$ cat src/alc_pkg.sv
// alc_pkg: shared types and constants for the array list block.
// No dependencies; used by alc_cell and array_list_insert_delete.
package alc_pkg;

  localparam int unsigned DataW   = 32;
  localparam int unsigned CmdW    = 2;
  localparam int unsigned PosW    = 4;
  localparam int unsigned StatusW = 2;
  localparam int unsigned CountW  = 5;

  typedef enum logic [CmdW-1:0] {
    CMD_READ   = 2'd0,
    CMD_INSERT = 2'd1,
    CMD_DELETE = 2'd2
  } cmd_e;

  typedef enum logic [StatusW-1:0] {
    ST_OK    = 2'd0,
    ST_FULL  = 2'd1,
    ST_RANGE = 2'd2
  } status_e;

  // per-cell update select, at most one member set
  typedef struct packed {
    logic load_val;    // take the inserted word
    logic take_left;   // take lower neighbor (shift up)
    logic take_right;  // take upper neighbor (shift down)
  } cell_ctl_t;

endpackage

$ cat src/alc_cell.sv
// alc_cell: one storage cell of the list row, holds one word.
// Depends on alc_pkg (cell_ctl_t, DataW).
module alc_cell (
  input  logic                           clk_i,
  input  alc_pkg::cell_ctl_t             ctl_i,
  input  logic [alc_pkg::DataW-1:0]      value_i,
  input  logic [alc_pkg::DataW-1:0]      left_i,
  input  logic [alc_pkg::DataW-1:0]      right_i,
  output logic [alc_pkg::DataW-1:0]      word_o
);

  logic [alc_pkg::DataW-1:0] word_q, word_d;

  always_comb begin
    word_d = word_q;
    if (ctl_i.load_val) begin
      word_d = value_i;
    end else if (ctl_i.take_left) begin
      word_d = left_i;
    end else if (ctl_i.take_right) begin
      word_d = right_i;
    end
  end

  // payload only, no reset
  always_ff @(posedge clk_i) begin
    word_q <= word_d;
  end

  assign word_o = word_q;

endmodule

$ cat src/array_list_insert_delete.sv
// array_list_insert_delete: ordered list of signed words in a row of cells.
// One command per cycle; the result strobe done_o rises in the cycle after accept.
// Throughput: one command each cycle, busy is never raised; every cell shifts in parallel.
// The receiver cannot stall: each result is shown for exactly one cycle.
// Reset clears the entry count and the result strobe; cell contents stay unknown
// until written and are never read before that.
module array_list_insert_delete #(
  parameter int unsigned CAPACITY = 16
) (
  input  logic                              clk_i,
  input  logic                              rst_ni,
  input  logic                              start,
  output logic                              busy,
  input  logic [alc_pkg::CmdW-1:0]          cmd_i,
  input  logic [alc_pkg::PosW-1:0]          pos_i,
  input  logic signed [alc_pkg::DataW-1:0]  value_i,
  output logic                              done_o,
  output logic signed [alc_pkg::DataW-1:0]  data_o,
  output logic [alc_pkg::StatusW-1:0]       status_o,
  output logic [alc_pkg::CountW-1:0]        count_o,
  output logic                              empty_res_o,
  output logic                              full_res_o
);

  // count needs to hold CAPACITY itself
  localparam int unsigned CntW = $clog2(CAPACITY + 1);
  // compare width covers both the count and any position
  localparam int unsigned CmpW = (CntW > alc_pkg::PosW) ? CntW : alc_pkg::PosW;
  // only positions 0..15 are addressable, so the read mux spans at most 16 cells
  localparam int unsigned NRd  = (CAPACITY < 16) ? CAPACITY : 16;
  localparam int unsigned RdW  = $clog2(NRd);

  logic [CntW-1:0]                  count_q, count_d;
  logic                             done_q;
  logic [alc_pkg::DataW-1:0]        data_q, data_d;
  alc_pkg::status_e                 status_q, status_d;

  logic                             accept;
  logic [CmpW-1:0]                  pos_x, cnt_x;
  logic                             is_full;
  logic                             ins_ok, del_ok, rd_ok;

  logic [alc_pkg::DataW-1:0]        cell_word [CAPACITY];
  logic [alc_pkg::DataW-1:0]        rd_word   [NRd];
  logic [alc_pkg::DataW-1:0]        rd_data;
  alc_pkg::cell_ctl_t               cell_ctl  [CAPACITY];

  // one command finishes per cycle, nothing to hold off
  assign busy   = 1'b0;
  assign accept = start && !busy;

  assign pos_x   = CmpW'(pos_i);
  assign cnt_x   = CmpW'(count_q);
  assign is_full = (count_q == CntW'(CAPACITY));

  // command decode and status
  always_comb begin
    ins_ok   = 1'b0;
    del_ok   = 1'b0;
    rd_ok    = 1'b0;
    status_d = alc_pkg::ST_OK;
    case (alc_pkg::cmd_e'(cmd_i))
      alc_pkg::CMD_READ: begin
        if (pos_x < cnt_x) rd_ok = 1'b1;
        else               status_d = alc_pkg::ST_RANGE;
      end
      alc_pkg::CMD_INSERT: begin
        // full check wins over the position check
        if (is_full)             status_d = alc_pkg::ST_FULL;
        else if (pos_x > cnt_x)  status_d = alc_pkg::ST_RANGE;
        else                     ins_ok = 1'b1;
      end
      alc_pkg::CMD_DELETE: begin
        if (pos_x < cnt_x) del_ok = 1'b1;
        else               status_d = alc_pkg::ST_RANGE;
      end
      default: begin
        // unused code: no-op, status ok
      end
    endcase
  end

  // read port over the addressable cells
  for (genvar r = 0; r < NRd; r++) begin : g_rd
    assign rd_word[r] = cell_word[r];
  end
  assign rd_data = rd_word[RdW'(pos_i)];

  always_comb begin
    data_d  = '0;
    count_d = count_q;
    if (accept) begin
      if (rd_ok || del_ok) data_d = rd_data;
      if (ins_ok)          count_d = count_q + CntW'(1);
      else if (del_ok)     count_d = count_q - CntW'(1);
    end
  end

  // cell row: each cell picks its source from its index against pos
  for (genvar i = 0; i < CAPACITY; i++) begin : g_cell
    logic [alc_pkg::DataW-1:0] left_w, right_w;

    if (i == 0) begin : g_first
      assign left_w = '0;
    end else begin : g_mid_l
      assign left_w = cell_word[i-1];
    end
    if (i == CAPACITY - 1) begin : g_last
      assign right_w = cell_word[i];
    end else begin : g_mid_r
      assign right_w = cell_word[i+1];
    end

    always_comb begin
      cell_ctl[i]            = '0;
      cell_ctl[i].load_val   = accept && ins_ok && (CmpW'(i) == pos_x);
      cell_ctl[i].take_left  = accept && ins_ok && (CmpW'(i) >  pos_x);
      cell_ctl[i].take_right = accept && del_ok && (CmpW'(i) >= pos_x);
    end

    alc_cell u_cell (
      .clk_i   (clk_i),
      .ctl_i   (cell_ctl[i]),
      .value_i (value_i),
      .left_i  (left_w),
      .right_i (right_w),
      .word_o  (cell_word[i])
    );
  end

  // control state
  always_ff @(posedge clk_i or negedge rst_ni) begin
    if (!rst_ni) begin
      count_q <= '0;
      done_q  <= 1'b0;
    end else begin
      count_q <= count_d;
      done_q  <= accept;
    end
  end

  // result payload
  always_ff @(posedge clk_i) begin
    if (accept) begin
      data_q   <= data_d;
      status_q <= status_d;
    end
  end

  assign done_o      = done_q;
  assign data_o      = data_q;
  assign status_o    = status_q;
  assign count_o     = alc_pkg::CountW'(count_q);
  assign empty_res_o = (count_q == '0);
  assign full_res_o  = is_full;

  // checks
  a_count_bound: assert property (@(posedge clk_i) disable iff (!rst_ni)
    count_q <= CntW'(CAPACITY))
    else $error("entry count above capacity");

  a_done_follows: assert property (@(posedge clk_i) disable iff (!rst_ni)
    accept |=> done_o)
    else $error("no result after accepted word");

  a_ins_count: assert property (@(posedge clk_i) disable iff (!rst_ni)
    (accept && ins_ok) |=> (count_q == $past(count_q) + CntW'(1)))
    else $error("insert did not grow the list");

  a_err_hold: assert property (@(posedge clk_i) disable iff (!rst_ni)
    (accept && (status_d != alc_pkg::ST_OK)) |=> $stable(count_q))
    else $error("failed command changed the count");

  a_full_status: assert property (@(posedge clk_i) disable iff (!rst_ni)
    (done_o && (status_q == alc_pkg::ST_FULL)) |-> full_res_o)
    else $error("full status on a list that is not full");

endmodule
$ cat config.mk
export PLATFORM = sky130hd
export DESIGN_NAME = array_list_insert_delete
export DESIGN_NICKNAME = d
export VERILOG_FILES = /design/src/alc_pkg.sv /design/src/alc_cell.sv /design/src/array_list_insert_delete.sv
export SDC_FILE = /design/constraint.sdc
export NUM_CORES = 1
export LEC_CHECK = 0
export BUFFER_PORTS_ARGS = -buffer_cell sky130_fd_sc_hd__buf_2
export CAP_MARGIN = 20
export CORE_MARGIN = 4
export CORE_UTILIZATION = 55
export DETAILED_ROUTE_END_ITERATION = 8
export GPL_TIMING_DRIVEN = 0
export PLACE_DENSITY = 0.72
export SLEW_MARGIN = 30
export SYNTH_ARGS = -nofsm -noshare
export SYNTH_HDL_FRONTEND = slang
export SYNTH_HIERARCHICAL = 1
export SYNTH_SLANG_ARGS = --single-unit
$ cat constraint.sdc
create_clock -name clk_i -period 3.86 [get_ports clk_i]
set_input_delay 0.386 -clock clk_i [delete_from_list [all_inputs] [get_ports clk_i]]
set_output_delay 0.386 -clock clk_i [all_outputs]
set_load 0.03 [all_outputs]
# Word level (Yosys, flattened, before mapping)
# Index checks and enable logic that the tools add are counted.
# word_totals
reg_bits	552
in_bits	41
out_inout_bits	43
# op_classes
addsub	2
order_cmp	34
eq_ne	18
mux	62
bitwise_logic	1
reduce_logical	72
# ops
operator	count
$mux 32	49
$bmux 32 s4	1
$logic_and 1x1->1	49
$reduce_bool 3->1	15
$eq 4x4->1 const A	8
$gt 4x4->1 const A	8
$ge 4x4->1 const A	7
$eq 3x4->1 const A	4
$ge 3x4->1 const A	4
$gt 3x4->1 const A	4
$logic_not 5->1	2
$mux 5	2
$eq 2x4->1 const A	2
$ge 1x4->1 const A	2
$ge 2x4->1 const A	2
$gt 1x4->1 const A	2
$gt 2x4->1 const A	2
$mux 1	6
$mux 2	3
$add 5x1->5 const B	1
$eq 5x5->1 const B	1
$ge 5x5->1 const B	1
$gt 4x5->1	1
$lt 4x5->1	1
other kinds (11)	12

# Depth between registers and ports, before layout
# depth
ltp_word	8
ltp_mapped	14

# Cells and area by module
# The synthesis kept the hierarchy.
# by_module_without_submodules
module	instances	cells_each	area_per_inst_um2	seq_area_each_um2
alc_cell	16	140	1672.9	960.9
array_list_insert_delete	1	395	6316.1	1171.1

# Worst setup path after synthesis
# OpenSTA, ideal clock, no wires.
# synth_path
path_type	register -> register
startpoint	reg count_q[1] (netlist: count_o[1])
endpoint	reg g_cell[13].u_cell.word_q (netlist bit g_cell[13].u_cell/word_o[0]), enable pin
arrival_ns	3.106
slack_ns	0.365
stages_incl_launch_ff	11
synth_period_minus_slack_ns	3.495
cell_sequence	dfrtp_1 > inv_1 > ha_1 > nor2b_1 > o21a_1 > o21bai_2 > nand4_2 > clkbuf_1 > nor4_1 > buf_2 > or3_1
# synth_rtl
item	line	source
from (decl)	array_list_insert_delete.sv:33	logic [CntW-1:0] count_q, count_d;
from (signal assigned)	array_list_insert_delete.sv:137	count_q <= count_d;
to (signal assigned)	alc_cell.sv:27	word_q <= word_d;
to (decl)	alc_cell.sv:12	logic [alc_pkg::DataW-1:0] word_q, word_d;

==> results.cfg <==
[yosys]
synth_top_area_cell = edfxtp_1
avgSynthCellArea_sq_um = 12.6
synthFlopType = edfxtp_1
synthCells = 2635
async_flop_share_pct = 1.09
synth_edf_count = 546
synth.top_cell.area_share_pct = 49.6
yosysWarnings = 6
synth_xor_area_share_pct = 0.0794
seq_area_frac_synth_pct = 50.0
synth_fa_ha_area_share_pct = 0.325
synth-simple-area-share_pct = 7.78
synth_area_leaders = edfxtp_1, mux2i_1, o21ai_1
synthMuxAreaShare_pct = 27.3
synth_top_family_by_area = multiplexers
synth_compound_area_share_pct = 8.23
syn_area_sq_um = 33100
synth.distinct_cells = 46
ys_ff_latch = 552

[floorplan]
die_x_um = 253
initial_core_util_pct = 55.8
floorplan.rows = 89
die_h_um = 253
core-area_sq_um = 59200
io_pins = 84
die_area_sq_um = 64100

[worst_setup_path]
worstPathMaxFanout = 32
worstSetupEndpoint = g_cell[5].u_cell/word_o[25]
worstSetupEndpointType = flop
crit_arrival_ns = 4.22
crit_start = count_o[1]
reg2reg_slack_ns = -0.09
ff2ff_path_depth = 10
setup.worst_path.start_class = flop
criticalPathCategory = reg2reg
critPathRequiredTime_ns = 4.13
rr_startpoint = count_o[1]
r2r_end = g_cell[5].u_cell/word_o[25]

[clock_tree]
htreeDepth = 2
clock-sinks = 552
clock_path_buffers = 3
cts_root_buf = clkbuf_16
worstSkewPairLatency_ns = 0.64
numCtsBuffers = 61
clkTransAtPathRegs_ns = 0.06
cts_tree = yes

[timing]
holdWs_ns = 0.124
slew_headroom_pct = 35.8
timing.final.hold_violations = 0
finalMaxSlewViolations = 0
fin_crit_sh_pct = 102
fmax_mhz = 253
rsz0062_at_grt = true
finalSetupTns_ns = -2.43
finalCriticalPeriod_ns = 3.95
fin_ws_ns = -0.0882
tightest_slew_ns = 0.963
fin_worst_skew_ns = 0.0309
setup_viol = 32

[routing]
drcViolationCount = 0
drt-initial-drc-count = 3201
routed_wl_um = 92500
drt_pass1_iterations = 7
wire_per_inst_um = 25.4
vias_per_cell = 6.42
num_vias = 23400
ant_nets = 0

[grt]
grt_pass1_vias = 22600
grt_max_degree = 41
antenna_found_initial = 10
overflow = 0
grt_pass1_wl_um = 138000
grt.total_usage_pct = 28.3

[hold_path]
hold_path_class = in2async

[placed_design]
pre_cts_slack_ns = -0.497
gp_congestion = 0.945
numPortBuffers = 81
dp.cells = 3528
hpwl_um = 71700
place_area_sq_um = 34800

[layout]
final_cell_count_no_fill = 3644
final_common_cell = edfxtp_1
drive_gt1_share_pct = 15.9
utilization_pct = 61.8
mostFrequentLayoutCells = edfxtp_1, nand2_1, mux2i_1
area_growth_syn_to_layout_pct = 10.7
fin_area_sq_um = 36600
fin_nets = 2869

[power]
cellPowerDensity_nw_per_um2 = 456
clkPwrFrac_pct = 33.0
p_leak_nw = 11.7
pwr-share-comb_pct = 19.3
power.internal_mw = 11.9
power.share.switching_pct = 28.5
power_switching_mw = 4.77
power_mw = 16.7
seq_power_share_pct = 47.8
ir_worst_vdd_uv = 360

[run_status]
violations = setup timing
status = complete, but fails checks

[run]
drv_cap = 0
[cell families (layout without fill, tap and decap cells)]
logic type,after synthesis,in the layout
multiplexers,676,676
AND/OR/NAND/NOR,625,625
flip-flops,552,552
AO/OA/AOI/OAI,537,537
buffers and inverters,233,433
adder cells (fa/ha/maj),8,8
XOR/XNOR,3,3
other,1,37
[synth_stat cells (6+ instances only)]
| cell | count |
|---|---|
| a21oi_1 | 15 |
| and2_1 | 32 |
| buf_12 | 49 |
| buf_2 | 104 |
| buf_6 | 21 |
| buf_8 | 8 |
| clkbuf_1 | 38 |
| dfrtp_1 | 6 |
| edfxtp_1 | 546 |
| ha_1 | 7 |
| inv_1 | 8 |
| mux2i_1 | 515 |
| mux4_1 | 74 |
| mux4_2 | 86 |
| nand2_1 | 520 |
| nor2_1 | 20 |
| nor2b_1 | 7 |
| nor3_1 | 7 |
| nor4_1 | 7 |
| o21ai_0 | 32 |
| o21ai_1 | 480 |
| or3_1 | 17 |
[state kept, by name, summed over array words and instances (netlist names)]
signal                flops
data_o                   32
g_cell.u_cell/word_o    512
done_o                    1
count_o                   5
status_o                  2
[worst min path at each step]
stage            endpoint  slack, ns  depth (start not counted)
2_1_floorplan  count_o[0]       0.09                          0
3_3_place_gp   count_o[1]       0.22                          1
3_5_place_dp   count_o[3]       0.22                          1
4_1_cts        count_o[2]       0.09                          2
5_1_grt        count_o[2]       0.11                          2
6_report           done_o       0.12                          2
[per-layer routing]
metal | vias up | routed length, um | global-route usage, %
li1 | 10400 | - | -
met3 | 159 | 9520 | 4.91
met1 | 11500 | 40200 | 43.3
met4 | 2 | 2460 | 7.30
met2 | 1357 | 40300 | 42.4
met5 | - | 13 | 0
[power groups by stage]
stage,Combinational (mW),Sequential (mW),Clock [mW]
after floorplan,2.07,8.04,0
after global placement,2.99,8.05,0
after detailed placement,3.16,8.09,0
after CTS,3.17,7.97,5.58
after global routing,3.44,8.04,5.82
final,3.22,7.98,5.51
[worst max-delay path: stages, from the launching register on]
cell and delay, ns:
dfrtp_1 0.46, inv_1 0.07, ha_1 0.29, nor2b_1 0.14, o21a_1 0.22, o21bai_2 0.25, nand4_2 0.40, clkbuf_1 0.36
nor4_1 0.59, buf_2 0.36, or3_4 0.45
[what timing repair did]
action / CTS / global route
endpoints found under the setup margin: 32 / 283
hold buffers: 1 / 0
setup buffers: 0 / 1
resized for setup: 1 / 4
endpoints found under the hold margin: 6 / 0
[final cells by class]
| type | count | area (sq um) |
|---|---|---|
| diodes | 3 | 7.51 |
| plain buffers | 223 | 2020 |
| clock buffers | 82 | 1610 |
| clock inverters | 29 | 211 |
| fillers | 4522 | 22600 |
| inverters | 10 | 37.5 |
| multi-input cells | 1883 | 14600 |
| flip-flops and latches | 552 | 16500 |
| well taps | 773 | 967 |
| repair buffers | 89 | 591 |
No activity file was read; power rests on OpenSTA's default activity.
